## src/hw/rtl/pswc_ram.sv

```systemverilog
`default_nettype none
module pswc_ram #(
  parameter int unsigned WIDTH = 8,
  parameter int unsigned DEPTH = 64
) (
  input  wire logic                     clk,
  input  wire logic                     wr_en,
  input  wire logic [$clog2(DEPTH)-1:0] wr_addr,
  input  wire logic [WIDTH-1:0]         wr_data,
  input  wire logic [$clog2(DEPTH)-1:0] rd_addr,
  output logic      [WIDTH-1:0]         rd_data
);

  logic [WIDTH-1:0] mem [DEPTH];

  always_ff @(posedge clk) begin
    if (wr_en) begin
      mem[wr_addr] <= wr_data;
    end
    rd_data <= mem[rd_addr];
  end

endmodule
`default_nettype wire

```

## config.mk

```make
export PLATFORM = sky130hd
export DESIGN_NAME = pswc_ram
export DESIGN_NICKNAME = d
export VERILOG_FILES = /design/src/hw/rtl/pswc_ram.sv
export SDC_FILE = /design/constraint.sdc
export NUM_CORES = 1
export LEC_CHECK = 0
export ABC_CLOCK_PERIOD_IN_PS = 2240
export BUFFER_PORTS_ARGS = -buffer_cell sky130_fd_sc_hd__buf_2
export CORE_UTILIZATION = 50
export CTS_CLUSTER_DIAMETER = 120
export DETAILED_ROUTE_END_ITERATION = 10
export PLACE_DENSITY = 0.71
export SLEW_MARGIN = 20
export SYNTH_ARGS = -nofsm -noshare
export SYNTH_HDL_FRONTEND = slang
export SYNTH_SLANG_ARGS = --single-unit
```

## constraint.sdc

```tcl
create_clock -name clk -period 2.24 [get_ports clk]
set_input_delay 0.224 -clock clk [delete_from_list [all_inputs] [get_ports clk]]
set_output_delay 0.224 -clock clk [all_outputs]
set_load 0.1 [all_outputs]
```

==> impl_results.md <==
- Die H: 203 µm
- Routed vias: 9926
- FF+latch count, synth: 520
- Die area: 41100 µm²
- Syn_nets: 962
- Fin crit period: 2.16 ns
- GRT Util Overall: 21.8%
- Startpoint types: register
- Layout cells sized above 1: 32.6%
- Library cells used by synthesis: 40
- Max Clk Rate: 464 MHz
- LEAKAGE: 7.55 nW
- Main flop type after synthesis: edfxtp_1
- Hold WC Path Type: in2reg
- Final setup vio count: 0
- Clock root buffer: clkbuf_16
- Slack of the critical path: 0.0826 ns
- Nets: 1125
- Grt ovf: 0
- TritonCTS clock tree: done
- Final Hold Viols: 0
- DR iter-0 viols: 1026
- Area share of the largest cell type after synthesis: 76.2%
- Post-Route WL: 43.2 mm
- Worst Setup End Kind: register
- Synth Warn #: 0
- Final Wtd Congestion: 0.848
- Clock-pin slew of the registers on the worst-case setup and hold paths: 0.07 ns
- Placed cell areas: 21800 µm²
- Largest net degree at the start of global routing: 65
- Hold slack: 0.119 ns
- Fin. max-slew vios: 0
- Ant. Diodes: 0
- H-tree lvl count: 2
- Syn Area/Cell: 21.5 µm²
- DR vias/cell: 5.95
- Post-CTS resize count: 0
- Worst EP required: 2.70 ns
- Max VDD drop: 457 µV
- Num rows: 73
- Post-CTS Setup Bufs: 0
- Min-Delay Path Depth: 3
- Critical path type: reg2reg
- Status: complete, no violations
- Num CTS Buffers: 50
- Worst flop-to-flop path endpoint: rd_data[6]$_DFF_P_
- Maximum clock path buffer count: 3
- Synth area leader: edfxtp_1
- Pwr Density: 850 nW/µm²
- I/O Buffers: 29
- Antenna violations before repair: 2
- Die width: 203 µm
- Crit path from: mem[28][6]$_DFFE_PP_
- Cells after Synth: 940
- Clk Latency, worst-skew pair: 0.57 ns
- Post-synthesis sequential area ratio: 77.0%
- Crit share post-route: 96.3%
- Crit Reg-Reg Startpoint: mem[28][6]$_DFFE_PP_
- Reg2Reg Setup Slack: 0.08 ns
- Post-synth EDFFs: 512
- Final antenna-violating net count: 0
- Clk sink count: 520
- Initial Util: 50.8%
- Worst slew pin tran: 0.806 ns
- Unrepaired setup endpoints after global routing: no
- Worst path arrival time: 2.61 ns
- Area Growth Syn to Fin: 15.6%
- Fraction of registers with async set/reset: 0%
- Max-cap viol count: 0
- Drt pass-1 iters: 4
- Final HPWL DP: 27.5 mm
- Post-route cell area: 23300 µm²
- Drt drc: 0
- First-pass GRT wire length: 65.2 mm
- Core area: 39700 µm²
- Syn Std Cell Area: 20200 µm²
- Synth top cells by count: 512 x edfxtp_1, 126 x mux4_2, 83 x nor2_1
- I/O Pins: 30
- Hold buffer count at cts: 0
- R2R depth: 7
- Most common cell in the netlist: edfxtp_1
- Clock Skew: 0.0239 ns
- Slew headroom: 46.3%
- Worst Setup EP: rd_data[6]$_DFF_P_
- FILL cells: 2802
- Vias in the first global route: 10200
- Utilization after layout: 58.7%
- Synth area leaders: edfxtp_1 76%, mux4_2 14%, nor2_1 1.5%, mux2i_1 1.1%, dfxtp_1 0.79%
- DR WL/cell: 25.9 µm
- Worst-path fanout max: 1
- Place WS: -0.110 ns
cells in the final DEF (no fill, tap or decap), types with 3 or more instances in the layout:
cell / synthesis / routed
dfxtp_1: 8 / 8
o2bb2ai_1: 3 / 3
a21oi_1: 3 / 3
clkbuf_16: 0 / 51
nand3b_1: 3 / 3
clkinv_1: 0 / 12
o2111ai_1: 3 / 3
buf_4: 13 / 125
nor3_1: 7 / 7
mux2_2: 13 / 13
mux2i_1: 23 / 23
edfxtp_1: 512 / 512
clkbuf_1: 17 / 10
o221ai_1: 8 / 8
clkinvlp_4: 0 / 3
a211oi_1: 4 / 4
buf_12: 2 / 10
nand2_1: 19 / 19
a22oi_1: 3 / 3
clkbuf_8: 0 / 6
nor2_1: 83 / 83
nand3_1: 13 / 13
o22ai_1: 8 / 8
buf_2: 11 / 26
nor2b_1: 14 / 14
clkinv_2: 0 / 8
mux4_2: 126 / 126
a221oi_1: 6 / 6
nand2b_1: 7 / 7
area by class of cell:
type	count	area, µm²	share of cell area (%)
flip-flops and latches	520	15500	66.6
multi-input cells	369	4320	18.5
clock buffers	66	1380	5.93
repair buffers	162	1280	5.50
well taps	525	657	2.82
clock inverters	25	146	0.628
critical path, cell delays in order (launching register included):
cell,delay (ns)
edfxtp_1,0.40
mux4_2,0.46
mux2_2,0.28
o221a_2,0.30
nor3_1,0.22
buf_4,0.17
o32ai_1,0.08
buf_4,0.14
state kept, by name, summed over array words and instances, names as in the netlist:
| name | cells |
|---|---|
| mem | 512 |
| rd_data | 8 |
metrics by stage:
stage                     instances  TNS, ns  power, mW
after floorplan                 940        0       11.7
after global placement         1576   -0.381       12.2
after detailed placement       1576   -0.472       12.2
after CTS                      1667        0       20.0
after global routing           1667        0       20.4
final                          1667        0       19.8
where the power goes:
group	switching, mW	internal [mW]	total (mW)	leakage, nW
clock network	3.39	4.44	7.83	0.745
registers	0.0377	10.8	10.8	4.67
logic	0.743	0.440	1.18	2.13
routing by layer:
| metal | share of wire, % | wire length, µm | GRT usage (%) |
|---|---|---|---|
| met5 | 0.065 | 28 | 0 |
| met4 | 2.5 | 1100 | 6.50 |
| met3 | 7.1 | 3080 | 3.45 |
| met2 | 49 | 21300 | 35.7 |
| met1 | 41 | 17700 | 30.4 |
cells by family after synthesis:
family	synth area share (%)
buffers and inverters	1.57
AOI/OAI and AO/OA	2.07
DFF	77.0
and+or+nand+nor	3.39
muxes	15.9
how the worst min path moves through the flow:
stage | from | slack, ns | end
after global placement | rd_addr[5] | 0.69 | rd_data[0]$_DFF_P_
after detailed placement | rd_addr[5] | 0.69 | rd_data[0]$_DFF_P_
final | rd_addr[5] | 0.12 | rd_data[0]$_DFF_P_
after CTS | rd_addr[5] | 0.1 | rd_data[0]$_DFF_P_
after floorplan | wr_data[0] | 0.32 | mem[0][0]$_DFFE_PP_
after global routing | rd_addr[5] | 0.13 | rd_data[2]$_DFF_P_
Power figures use the tool's default switching activity.
