File: src/hw/rtl/pswc_pkg.sv
`default_nettype none
package pswc_pkg;

  localparam int unsigned TIME_W  = 64;
  localparam int unsigned COUNT_W = 32;
  localparam int unsigned SEC_W   = 35;
  localparam int unsigned EV_W    = 64;
  localparam int unsigned ACT_W   = 32;
  localparam int unsigned SUM_W   = 64;

  localparam int unsigned MUL_W       = 32;
  localparam int unsigned NS_SHIFT    = 9;
  localparam int unsigned RECIP_SHIFT = 29;
  localparam int unsigned REM_W       = 25;
  localparam logic [MUL_W-1:0] NS_ODD =
    MUL_W'(64'd1000000000 >> NS_SHIFT);
  localparam logic [MUL_W-1:0] NS_RECIP =
    MUL_W'((64'd1 << (MUL_W + RECIP_SHIFT)) / 64'd1000000000);
  localparam int unsigned SLOT_SHIFT = 37;
  localparam int unsigned SEST_W     = MUL_W + SEC_W - SLOT_SHIFT;
  localparam int unsigned SREM_W     = 10;

  localparam int unsigned WIN_LONG  = 60;
  localparam int unsigned WIN_MID   = 30;
  localparam int unsigned WIN_SHORT = 10;

  localparam logic FUNC_RECORD = 1'b0;
  localparam logic FUNC_REPORT = 1'b1;

  typedef struct packed {
    logic [SEC_W-1:0] second;
    logic [EV_W-1:0]  evidence;
    logic [ACT_W-1:0] active;
  } bucket_t;

  typedef struct packed {
    logic             done;
    logic [SEC_W-1:0] sec;
  } div_res_t;

  typedef struct packed {
    logic [SUM_W-1:0] e60;
    logic [SUM_W-1:0] e30;
    logic [SUM_W-1:0] e10;
    logic [SUM_W-1:0] a60;
    logic [SUM_W-1:0] a30;
    logic [SUM_W-1:0] a10;
  } win_sums_t;

  typedef enum logic [6:0] {
    S_IDLE  = 7'b0000001,
    S_DIV   = 7'b0000010,
    S_RREAD = 7'b0000100,
    S_RMW   = 7'b0001000,
    S_SWEEP = 7'b0010000,
    S_DRAIN = 7'b0100000,
    S_DONE  = 7'b1000000
  } state_t;

  typedef enum logic [6:0] {
    D_IDLE = 7'b0000001,
    D_EST  = 7'b0000010,
    D_REM  = 7'b0000100,
    D_FIX  = 7'b0001000,
    D_SEST = 7'b0010000,
    D_SREM = 7'b0100000,
    D_SFIX = 7'b1000000
  } div_state_t;

endpackage
`default_nettype wire

File: src/hw/rtl/pswc_win_acc.sv
`default_nettype none
module pswc_win_acc (
  input  wire logic                       clk,
  input  wire logic                       clear,
  input  wire logic                       en,
  input  wire logic [pswc_pkg::SEC_W-1:0] now,
  input  pswc_pkg::bucket_t               entry,
  output pswc_pkg::win_sums_t             sums
);
  import pswc_pkg::*;

  logic             skip;
  logic [SEC_W-1:0] age;
  logic             in60;
  logic             in30;
  logic             in10;
  logic [SUM_W-1:0] ev;
  logic [SUM_W-1:0] act;

  always_comb begin
    skip = (entry.second == '0) || (entry.second > now);
    age  = now - entry.second;
    in60 = !skip && (age < SEC_W'(WIN_LONG));
    in30 = in60 && (age < SEC_W'(WIN_MID));
    in10 = in60 && (age < SEC_W'(WIN_SHORT));
    ev   = SUM_W'(entry.evidence);
    act  = SUM_W'(entry.active);
  end

  always_ff @(posedge clk) begin
    if (clear) begin
      sums <= '0;
    end else if (en) begin
      if (in60) begin
        sums.e60 <= sums.e60 + ev;
        sums.a60 <= sums.a60 + act;
      end
      if (in30) begin
        sums.e30 <= sums.e30 + ev;
        sums.a30 <= sums.a30 + act;
      end
      if (in10) begin
        sums.e10 <= sums.e10 + ev;
        sums.a10 <= sums.a10 + act;
      end
    end
  end

endmodule
`default_nettype wire

File: config.mk
export PLATFORM = sky130hd
export DESIGN_NAME = pswc_win_acc
export DESIGN_NICKNAME = d
export VERILOG_FILES = /design/src/hw/rtl/pswc_pkg.sv /design/src/hw/rtl/pswc_win_acc.sv
export SDC_FILE = /design/constraint.sdc
export NUM_CORES = 1
export LEC_CHECK = 0
export ABC_AREA = 1
export BUFFER_PORTS_ARGS = -buffer_cell sky130_fd_sc_hd__buf_2
export CAP_MARGIN = 20
export CORE_MARGIN = 3
export CORE_UTILIZATION = 45
export DETAILED_ROUTE_END_ITERATION = 8
export HOLD_SLACK_MARGIN = 0.05
export MAX_ROUTING_LAYER = met4
export PLACE_DENSITY = 0.65
export SLEW_MARGIN = 25
export SYNTH_ARGS = -nofsm -noshare
export SYNTH_HDL_FRONTEND = slang
export SYNTH_SLANG_ARGS = --single-unit
File: constraint.sdc
create_clock -name clk -period 7.74 [get_ports clk]
set_input_delay 1.548 -clock clk [delete_from_list [all_inputs] [get_ports clk]]
set_output_delay 1.548 -clock clk [all_outputs]
set_load 0.005 [all_outputs]
==> results.txt <==
status - finished, final reports clean
Hold Buf Count CTS - 0
most common cell in the netlist - nand2_1
flop2flop setup slack - 3840 ps
Switching Share - 29.9%
top cells by area, synth - dfxtp_1, nand2_1, nor2_1, ha_1, inv_1
initial antenna violation count - 3
cell breakdown of the critical path - buf_2, inv_1, nand2_1, fa_1, nand3_1, nand3_1, nand2_1, nand2_1, nand2_1, nand2_1, nand2_1, nand2_1, a21oi_1, nand2_1, nor2_4, nand4_2, nor2_8, buf_12, buf_4, nand3_1, a21oi_1
Crit path largest cell delay - 680 ps
startpoint types - input pin
clock buffer depth - 3
RR Startpoint - sums[0]$_SDFFE_PP0P_
grt ovf - 0
Synth top cells by count - nand2_1, nor2_1, inv_1, a21oi_1, o21ai_0
number of synthesized register bits - 384
Net Count, Synth - 6968
Clock Pin Slew Worst Setup and Hold Paths - 60 ps
clock root buffer - clkbuf_16
Post-DP HPWL - 132000 um
synthesized area per cell - 5.91 um2
EDFF count, synth - 0
period utilization - 66.2%
clock power share - 46.6%
Boundary Pins - 553
final setup violation count - 0
# clock sinks - 384
fraction of layout cells with a size suffix above 1 - 9.60%
TritonCTS Buffers - 50
# fillers - 9181
H-tree lvl count - 2
number of flip-flops under the largest register name - 384
Worst Setup EP - sums[286]$_SDFFE_PP0P_
Critical Path RT - 8300 ps
predominant post-synthesis flop cell - dfxtp_1
power per cell area - 118 mW/mm2
Synth cell types - 55
mean number of vias per cell - 5.36
post-CTS sizing - 0
largest reg by FF count - sums
Worst slew margin - 23.7%
via count - 43600
worst hold stages - 2
peak supply drop - 0.169 mV
Slowest-stage cell, CP - buf_4
Die Area - 0.0885 mm2
CTS tree - built
crit-path max FO - 214
CP Capture Type - flop
largest net degree at the start of global routing - 215
fmax - 195 MHz
drt drc - 0
# rows - 106
Mapped Area - 0.0382 mm2
vias in the first global route - 42000
Reg2Reg Capture Point - sums[60]$_SDFFE_PP0P_
area of the multi-input gates - 0.0263 mm2
postcts setup bufs - 0
Worst-Margin Slew - 1140 ps
Total Routing Usage GR - 35.2%
Placer Congestion - 1.02
Register Area - 0.00769 mm2
Area Overhead vs Synth - 13.7%
RSZ-0062 raised after global routing - no
Post-layout nets - 7455
Worst path top cell family by delay - simple AND/OR/NAND/NOR gates
clock latency on the worst-skew pair - 650 ps
DRT antenna net count - 0
register area share after synthesis - 20.1%
DR pass1 iterations - 6
worst setup margin - 2610 ps
Logic pwr share - 14.7%
Crit Path Category - in2reg
Post-Syn Instances - 6473
final core occ - 51.8%
crit path launch - now[0]
WL per Instance - 19.6 um
WP data arrival - 5690 ps
Hold Crit Class - reg2reg
share of total power in sequential cells - 38.6%
min cycle time layout - 5130 ps
WP buf/inv - 4
Initial DRC Count - 2826
die width - 297 um
R2R cell count - 19
Initial Util - 45.5%
max-slew violations - 0
Worst path depth - 21
post-synthesis async set-or-reset flop share - 0%
Synth top area share - 20.1%
max-cap violations - 0
Synth Warn # - 0
Pleak - 0.0224 uW
Routed WL - 159000 um
Pint - 3590 uW
number of I/O port buffers - 552
top flop regs - sums (384)
clk_skew - 32.4 ps
setup TNS - 0 ps
first-pass GRT wire length - 238000 um
Yosys top cell by area - dfxtp_1
Die Ht - 297 um
Final Hold Vio Count - 0
Net Sw Power - 1530 uW
Most common cell on crit path - nand2_1
dpl ws - 1910 ps
core area - 0.0840 mm2
[metrics by stage]
step	hold WS, ps	total power [uW]	area (um2)	instances
after global placement	473	2760	41800	8042
after global routing	499	5320	43500	8134
final	488	5120	43500	8134
after floorplan	473	2510	38200	6473
after detailed placement	478	2760	41800	8042
after CTS	487	5160	43400	8131
[power groups by stage]
stage          Combinational (uW)  Clock (uW)  Sequential [uW]
6_report                      754        2390             1980
4_1_cts                       742        2440             1980
2_1_floorplan                 492           0             2020
5_1_grt                       838        2510             1980
3_5_place_dp                  738           0             2020
3_3_place_gp                  740           0             2020
[cells by family (layout without fill, tap and decap cells)]
family / Yosys count / after routing / share of synthesized area [%]
AO/OA/AOI/OAI: 1193 / 1193 / 17.2
XOR/XNOR: 259 / 259 / 5.93
buffers and inverters: 1074 / 1598 / 11.3
other: 0 / 3 / 0
AND/OR/NAND/NOR: 3237 / 3237 / 34.7
flip-flops: 384 / 384 / 20.1
adder cells (fa/ha/maj): 326 / 326 / 10.8
[worst register-to-register path, stage by stage, from the launching register on]
cell and delay, ps:
dfxtp_1 350, ha_1 270, inv_1 130, fa_1 420
inv_1 160, nand3_1 90, nand2_1 100, a21boi_0 230
o21ai_0 450, nand2_1 90, nand2_1 210, nand2_1 80
nand2_1 170, nand2_1 100, nor2_1 260, inv_1 100
nor3_1 270, nand4_1 130, nand2_1 120, nor2_1 40
[routing by layer]
layer  vias up  GRT usage [%]  share of wire, %
met1     19900           40.4                41
met3       364           5.25               6.1
met2      1340           60.1                47
li1      22000              -                 -
met4         0           17.2               5.6
met5         -              -                 0
[cell usage in the layout (no fill, tap or decap), types with 25 or more instances in the layout]
| cell type | instances |
|---|---|
| inv_1 | 935 |
| nand3_1 | 325 |
| xor2_1 | 177 |
| o21ai_0 | 407 |
| nor3_1 | 95 |
| buf_2 | 551 |
| o21a_1 | 25 |
| dfxtp_1 | 384 |
| a31oi_1 | 79 |
| o21ai_1 | 85 |
| nand4_1 | 98 |
| a21oi_1 | 423 |
| o21bai_1 | 42 |
| nor2_1 | 1196 |
| nand2_1 | 1420 |
| nor4_1 | 47 |
| clkbuf_16 | 50 |
| xnor2_1 | 82 |
| ha_1 | 319 |
| a21o_1 | 69 |
[cell type report]
cell class / instances / share of cell area (%)
diodes: 3 / 0.0173
clock buffers: 71 / 3.24
clock inverters: 18 / 0.541
inverters: 944 / 8.16
multi-input cells: 5015 / 60.4
flip-flops and latches: 384 / 17.7
well taps: 1134 / 3.26
repair buffers: 565 / 6.65
[worst min-delay path by stage]
stage                           start                     end
2_1_floorplan  sums[281]$_SDFFE_PP0P_  sums[281]$_SDFFE_PP0P_
3_3_place_gp   sums[293]$_SDFFE_PP0P_  sums[293]$_SDFFE_PP0P_
3_5_place_dp   sums[286]$_SDFFE_PP0P_  sums[286]$_SDFFE_PP0P_
4_1_cts        sums[286]$_SDFFE_PP0P_  sums[286]$_SDFFE_PP0P_
5_1_grt        sums[286]$_SDFFE_PP0P_  sums[286]$_SDFFE_PP0P_
6_report       sums[293]$_SDFFE_PP0P_  sums[293]$_SDFFE_PP0P_
Power figures use the tool's default switching activity.
