`config.mk`:
```
export PLATFORM = sky130hd
export DESIGN_NAME = pswc_sec_div
export DESIGN_NICKNAME = d
export VERILOG_FILES = /design/src/hw/rtl/pswc_pkg.sv /design/src/hw/rtl/pswc_sec_div.sv
export SDC_FILE = /design/constraint.sdc
export NUM_CORES = 2
export LEC_CHECK = 0
export ABC_CLOCK_PERIOD_IN_PS = 9500
export BUFFER_PORTS_ARGS = -buffer_cell sky130_fd_sc_hd__buf_2
export CAP_MARGIN = 10
export CORE_UTILIZATION = 55
export DETAILED_ROUTE_END_ITERATION = 16
export HOLD_SLACK_MARGIN = 0.1
export PLACE_DENSITY = 0.72
export SLEW_MARGIN = 20
export SYNTH_ARGS = -nofsm -noshare
export SYNTH_HDL_FRONTEND = slang
export SYNTH_SLANG_ARGS = --single-unit
```
`constraint.sdc`:
```
create_clock -name clk -period 9.5 [get_ports clk]
set_input_delay 1.9 -clock clk [delete_from_list [all_inputs] [get_ports clk]]
set_output_delay 1.9 -clock clk [all_outputs]
set_load 0.01 [all_outputs]
```
`src/hw/rtl/pswc_pkg.sv`:
```
`default_nettype none
package pswc_pkg;

  localparam int unsigned TIME_W  = 64;
  localparam int unsigned COUNT_W = 32;
  localparam int unsigned SEC_W   = 35;
  localparam int unsigned EV_W    = 64;
  localparam int unsigned ACT_W   = 32;
  localparam int unsigned SUM_W   = 64;

  localparam int unsigned MUL_W       = 32;
  localparam int unsigned NS_SHIFT    = 9;
  localparam int unsigned RECIP_SHIFT = 29;
  localparam int unsigned REM_W       = 25;
  localparam logic [MUL_W-1:0] NS_ODD =
    MUL_W'(64'd1000000000 >> NS_SHIFT);
  localparam logic [MUL_W-1:0] NS_RECIP =
    MUL_W'((64'd1 << (MUL_W + RECIP_SHIFT)) / 64'd1000000000);
  localparam int unsigned SLOT_SHIFT = 37;
  localparam int unsigned SEST_W     = MUL_W + SEC_W - SLOT_SHIFT;
  localparam int unsigned SREM_W     = 10;

  localparam int unsigned WIN_LONG  = 60;
  localparam int unsigned WIN_MID   = 30;
  localparam int unsigned WIN_SHORT = 10;

  localparam logic FUNC_RECORD = 1'b0;
  localparam logic FUNC_REPORT = 1'b1;

  typedef struct packed {
    logic [SEC_W-1:0] second;
    logic [EV_W-1:0]  evidence;
    logic [ACT_W-1:0] active;
  } bucket_t;

  typedef struct packed {
    logic             done;
    logic [SEC_W-1:0] sec;
  } div_res_t;

  typedef struct packed {
    logic [SUM_W-1:0] e60;
    logic [SUM_W-1:0] e30;
    logic [SUM_W-1:0] e10;
    logic [SUM_W-1:0] a60;
    logic [SUM_W-1:0] a30;
    logic [SUM_W-1:0] a10;
  } win_sums_t;

  typedef enum logic [6:0] {
    S_IDLE  = 7'b0000001,
    S_DIV   = 7'b0000010,
    S_RREAD = 7'b0000100,
    S_RMW   = 7'b0001000,
    S_SWEEP = 7'b0010000,
    S_DRAIN = 7'b0100000,
    S_DONE  = 7'b1000000
  } state_t;

  typedef enum logic [6:0] {
    D_IDLE = 7'b0000001,
    D_EST  = 7'b0000010,
    D_REM  = 7'b0000100,
    D_FIX  = 7'b0001000,
    D_SEST = 7'b0010000,
    D_SREM = 7'b0100000,
    D_SFIX = 7'b1000000
  } div_state_t;

endpackage
`default_nettype wire

```
`src/hw/rtl/pswc_sec_div.sv`:
```
`default_nettype none
module pswc_sec_div #(
  parameter int unsigned BUCKETS = 64
) (
  input  wire logic                        clk,
  input  wire logic                        rst,
  input  wire logic                        start,
  input  wire logic [pswc_pkg::TIME_W-1:0] time_ns,
  output pswc_pkg::div_res_t               res,
  output logic [$clog2(BUCKETS)-1:0]       slot
);
  import pswc_pkg::*;

  localparam int unsigned SLOT_W = $clog2(BUCKETS);
  localparam logic [MUL_W-1:0] SLOT_RECIP =
    MUL_W'((64'd1 << SLOT_SHIFT) / 64'(BUCKETS));
  localparam logic [SREM_W-1:0] SLOT_MOD = SREM_W'(BUCKETS);

  div_state_t         dstate;
  logic [MUL_W-1:0]   xhi;
  logic [REM_W-1:0]   xlo;
  logic [SEC_W-1:0]   quo;
  logic [REM_W-1:0]   rem;
  logic [SEST_W-1:0]  sest;
  logic [SREM_W-1:0]  srem;
  logic [SLOT_W-1:0]  mrem;
  logic               done;

  logic [MUL_W-1:0]   mul_a;
  logic [MUL_W-1:0]   mul_b;
  logic [2*MUL_W-1:0] mul_p;

  always_comb begin
    mul_a = '0;
    mul_b = '0;
    unique case (dstate)
      D_EST: begin
        mul_a = xhi;
        mul_b = NS_RECIP;
      end
      D_REM: begin
        mul_a = quo[MUL_W-1:0];
        mul_b = NS_ODD;
      end
      D_SEST: begin
        mul_a = quo[SEC_W-1:SEC_W-MUL_W];
        mul_b = SLOT_RECIP;
      end
      D_SREM: begin
        mul_a = MUL_W'(sest);
        mul_b = MUL_W'(BUCKETS);
      end
      default: begin
        mul_a = '0;
      end
    endcase
    mul_p = 64'(mul_a) * 64'(mul_b);
  end

  always_ff @(posedge clk) begin
    if (rst) begin
      dstate <= D_IDLE;
      done   <= 1'b0;
    end else begin
      done <= 1'b0;
      unique case (dstate)
        D_IDLE: begin
          if (start) begin
            dstate <= D_EST;
          end
        end
        D_EST: dstate <= D_REM;
        D_REM: dstate <= D_FIX;
        D_FIX: begin
          if (rem < REM_W'(NS_ODD)) begin
            dstate <= D_SEST;
          end
        end
        D_SEST: dstate <= D_SREM;
        D_SREM: dstate <= D_SFIX;
        D_SFIX: begin
          dstate <= D_IDLE;
          done   <= 1'b1;
        end
        default: dstate <= D_IDLE;
      endcase
    end
  end

  // The estimate is low by at most seven, so the remainder fits in REM_W bits.
  always_ff @(posedge clk) begin
    case (dstate)
      D_IDLE: begin
        if (start) begin
          xhi <= time_ns[TIME_W-1:TIME_W-MUL_W];
          xlo <= time_ns[NS_SHIFT+REM_W-1:NS_SHIFT];
        end
      end
      D_EST: quo <= mul_p[2*MUL_W-1:RECIP_SHIFT];
      D_REM: rem <= xlo - mul_p[REM_W-1:0];
      D_FIX: begin
        if (rem >= REM_W'(NS_ODD)) begin
          rem <= rem - REM_W'(NS_ODD);
          quo <= quo + SEC_W'(1);
        end
      end
      D_SEST: sest <= mul_p[2*MUL_W-1:2*MUL_W-SEST_W];
      D_SREM: srem <= quo[SREM_W-1:0] - mul_p[SREM_W-1:0];
      D_SFIX: mrem <= (srem >= SLOT_MOD) ? SLOT_W'(srem - SLOT_MOD) : SLOT_W'(srem);
      default: begin
      end
    endcase
  end

  assign res.done = done;
  assign res.sec  = quo;
  assign slot     = mrem;

endmodule
`default_nettype wire

```
==> impl_metrics.csv <==
group,metric,value,unit
placement,dpl_worst_slack,334,ps
logic_synthesis,yosysMostFrequentCell,"inv_1",
logic_synthesis,yosys_warnings,0,
logic_synthesis,synth_common_cells,"inv_1, fa_1, ha_1",
logic_synthesis,synth_enable_flop_cells,157,
route,wl_per_cell,23.3,µm
clock_tree,cts_setup_buffers,0,
placement,io_buffers,99,
die,rows,86,
logic_synthesis,synth_top_area_share,0.336,
route,wl_met2,42.8,mm
critical_path,cp.required,9720,ps
worst_hold_path,whs_path_depth,0,
finish,area_delta_synth_final,9.29,%
logic_synthesis,async_flop_share,0,
finish,drive_above_1_share,0.0937,
timing,final.min_clock_period,9160,ps
die,fp.dieW,239,µm
critical_path,ff2ff_setup_slack,340,ps
power,powerDensity,79.2,mW/mm²
clock_tree,cts_root_buf,"clkbuf_16",
power,p_leak,18.8,nW
route,vias_per_cell,5.64,
worst_hold_path,holdCritPathClass,"reg -> reg",
route,highest_layer,"met4",
die,core,0.0553,mm²
grt,grt_pass1_vias,24300,
timing,hold_viol,0,
logic_synthesis,syn_avg_cell_area,9.76,µm²
critical_path,slowest_delay,550,ps
grt,grt_remaining_overflow,0,
placement,gp_congestion,1.03,
clock_tree,cts_sinks,165,
route,ant_nets,0,
route,detailroute.via_count,23200,
die,initial_core_util,0.560,
logic_synthesis,synth_flop_cell,"edfxtp_1",
clock_tree,cts_max_level,4,
timing,relSlewSlack,0.335,
critical_path,worstPathMaxFanout,12,
critical_path,path_class,"reg -> reg",
critical_path,rr_startpoint,"dstate[3]",
logic_synthesis,synth_cell_types,81,
critical_path,cp-end-kind,"register",
finish,n_antenna_cell,0,
timing,fmax,109,MHz
route,m1WireLength,39.6,mm
logic_synthesis,yosys_register_bits,165,
timing,skew,26.0,ps
route,wl,96.1,mm
logic_synthesis,synth_nets,4205,
critical_path,cp.buffers_inverters,5,
worst_hold_path,min_to,"slot[0]",
grt,grt_max_degree,56,
clock_tree,cts.clk_slew.worst_paths,80,ps
route,drtIter0Drc,2024,
placement,place_hpwl,84.0,mm
timing,max_slew.worst_pin.slew,994,ps
route,met3WireLength,7.85,mm
critical_path,start_kind,"register",
grt,antenna_found_initial,0,
logic_synthesis,synth_area,0.0310,mm²
worst_hold_path,hp-start,"srem[0]",
logic_synthesis,synth_area_leaders,"fa_1, ha_1, edfxtp_1",
timing,slew_viol_final,0,
grt,grt_pass1_wl,146,mm
die,ios,109,
critical_path,worstPathArrival,9380,ps
route,post-route-drc-count,0,
critical_path,worstRegToRegCells,34,
critical_path,cp_top_family,"adder cells",
timing,period_share,0.964,
grt,groute.usage.overall,0.354,
timing,timing.setup.tns,0,ps
logic_synthesis,yosysTopAreaCell,"fa_1",
timing,rsz0062_at_grt,"no",
critical_path,path_common_cell,"fa_1",
logic_synthesis,synth_cells,3171,
clock_tree,cts_tree,"yes",
clock_tree,clk_latency,510,ps
critical_path,cp_slowest_cell,"fa_1",
die,dieArea,0.0572,mm²
run,cap_violations,0,
timing,setup_ws,341,ps
outcome,status,"finished, final reports clean",
timing,setup_viol,0,
finish,fin_nets,4392,
clock_tree,clk_path_buf_depth,2,
power,ir_drop,0.171,mV
logic_synthesis,ys_seq_area_frac,0.157,
finish,fillers,4745,
die,fp.dieH,239,µm
critical_path,worstReg2RegEnd,"rem[24]",
route,firstDrtPassIters,6,
clock_tree,numCtsBuffers,17,
critical_path,cp-startpoint,"dstate[3]",
[through the flow]
stage               power, W  std cells  hold slack (ps)   util  instance area, µm²
finish               0.00268       4119              417  0.612               33800
global route         0.00280       4119              432  0.612               33800
CTS                  0.00267       4118              419  0.610               33800
detailed placement   0.00192       4086              405  0.599               33100
global placement     0.00190       4086              408  0.599               33100
floorplan            0.00155       3171              400      -               31000
[report_power, final]
| group | total [W] | internal, W | switching (W) |
|---|---|---|---|
| logic | 0.00107 | 0.000412 | 0.000653 |
| registers | 0.000874 | 0.000852 | 0.0000213 |
| clock network | 0.000739 | 0.000357 | 0.000383 |
[cells by family after synthesis]
| group | Yosys count | share of synthesized area |
|---|---|---|
| flip-flops | 165 | 0.157 |
| XOR/XNOR | 129 | 0.0372 |
| AND/OR/NAND/NOR | 583 | 0.0882 |
| buffers and inverters | 934 | 0.114 |
| AO/OA/AOI/OAI | 367 | 0.0776 |
| multiplexers | 26 | 0.00897 |
| adder cells (fa/ha/maj) | 967 | 0.517 |
[cell usage in the layout (no fill, tap or decap), types with 8 or more instances in the layout]
master	count
a211oi_1	10
a21o_1	52
a21oi_1	108
a31oi_1	17
and2_1	9
and3_1	24
buf_2	99
buf_4	128
clkbuf_16	17
dfxtp_1	8
edfxtp_1	157
fa_1	519
ha_1	448
inv_1	871
mux2_2	12
mux2i_1	12
nand2_1	260
nand2b_1	11
nand3_1	33
nand4_1	28
nor2_1	108
nor2b_1	10
nor3_1	19
nor3b_1	11
nor4_1	14
o211ai_1	9
o21a_1	16
o21ai_0	67
o21ai_1	10
o21bai_1	15
or3_1	16
xnor2_1	63
xor2_1	62
[timing repair]
action	in CTS	in global routing
hold buffers	0	0
resized for setup	0	11
endpoints found under the setup margin	0	7
[worst max-delay path by stage]
| stage | end | cells past startpoint |
|---|---|---|
| 3_3_place_gp | quo[31] | 30 |
| 6_report | rem[24] | 34 |
| 3_5_place_dp | quo[23] | 30 |
| 4_1_cts | rem[24] | 34 |
| 2_1_floorplan | rem[24] | 34 |
| 5_1_grt | quo[31] | 30 |
[area by class of cell]
cell class	instances	area, µm²	share of cell area
clock buffers	17	425	0.0126
inverters	872	3270	0.0968
multi-input cells	2072	22600	0.669
well taps	748	936	0.0277
flip-flops and latches	165	4870	0.144
repair buffers	230	1520	0.0448
clock inverters	15	183	0.00540
[sequential cells by signal (all words and copies together) (netlist names)]
signal and cells:
quo 35, xhi 32, sest 30, rem 25
xlo 23, dstate 7, slot 6, srem 6
done 1
[layer usage]
layer | track usage | vias to the layer above
met5 | 0 | -
met2 | 0.542 | 1062
met1 | 0.480 | 11500
met4 | 0.190 | 0
li1 | - | 10400
met3 | 0.0596 | 254
[worst reg2reg max path, delay by kind of cell, from the launching register on]
family | cells | cell delay, ps
adder cells (fa/ha/maj) | 10 | 4140
AND/OR/NAND/NOR | 11 | 2210
AO/OA/AOI/OAI | 6 | 1150
buffers and inverters | 5 | 520
XOR/XNOR | 2 | 510
flip-flops | 1 | 380
Power figures use the tool's default switching activity.
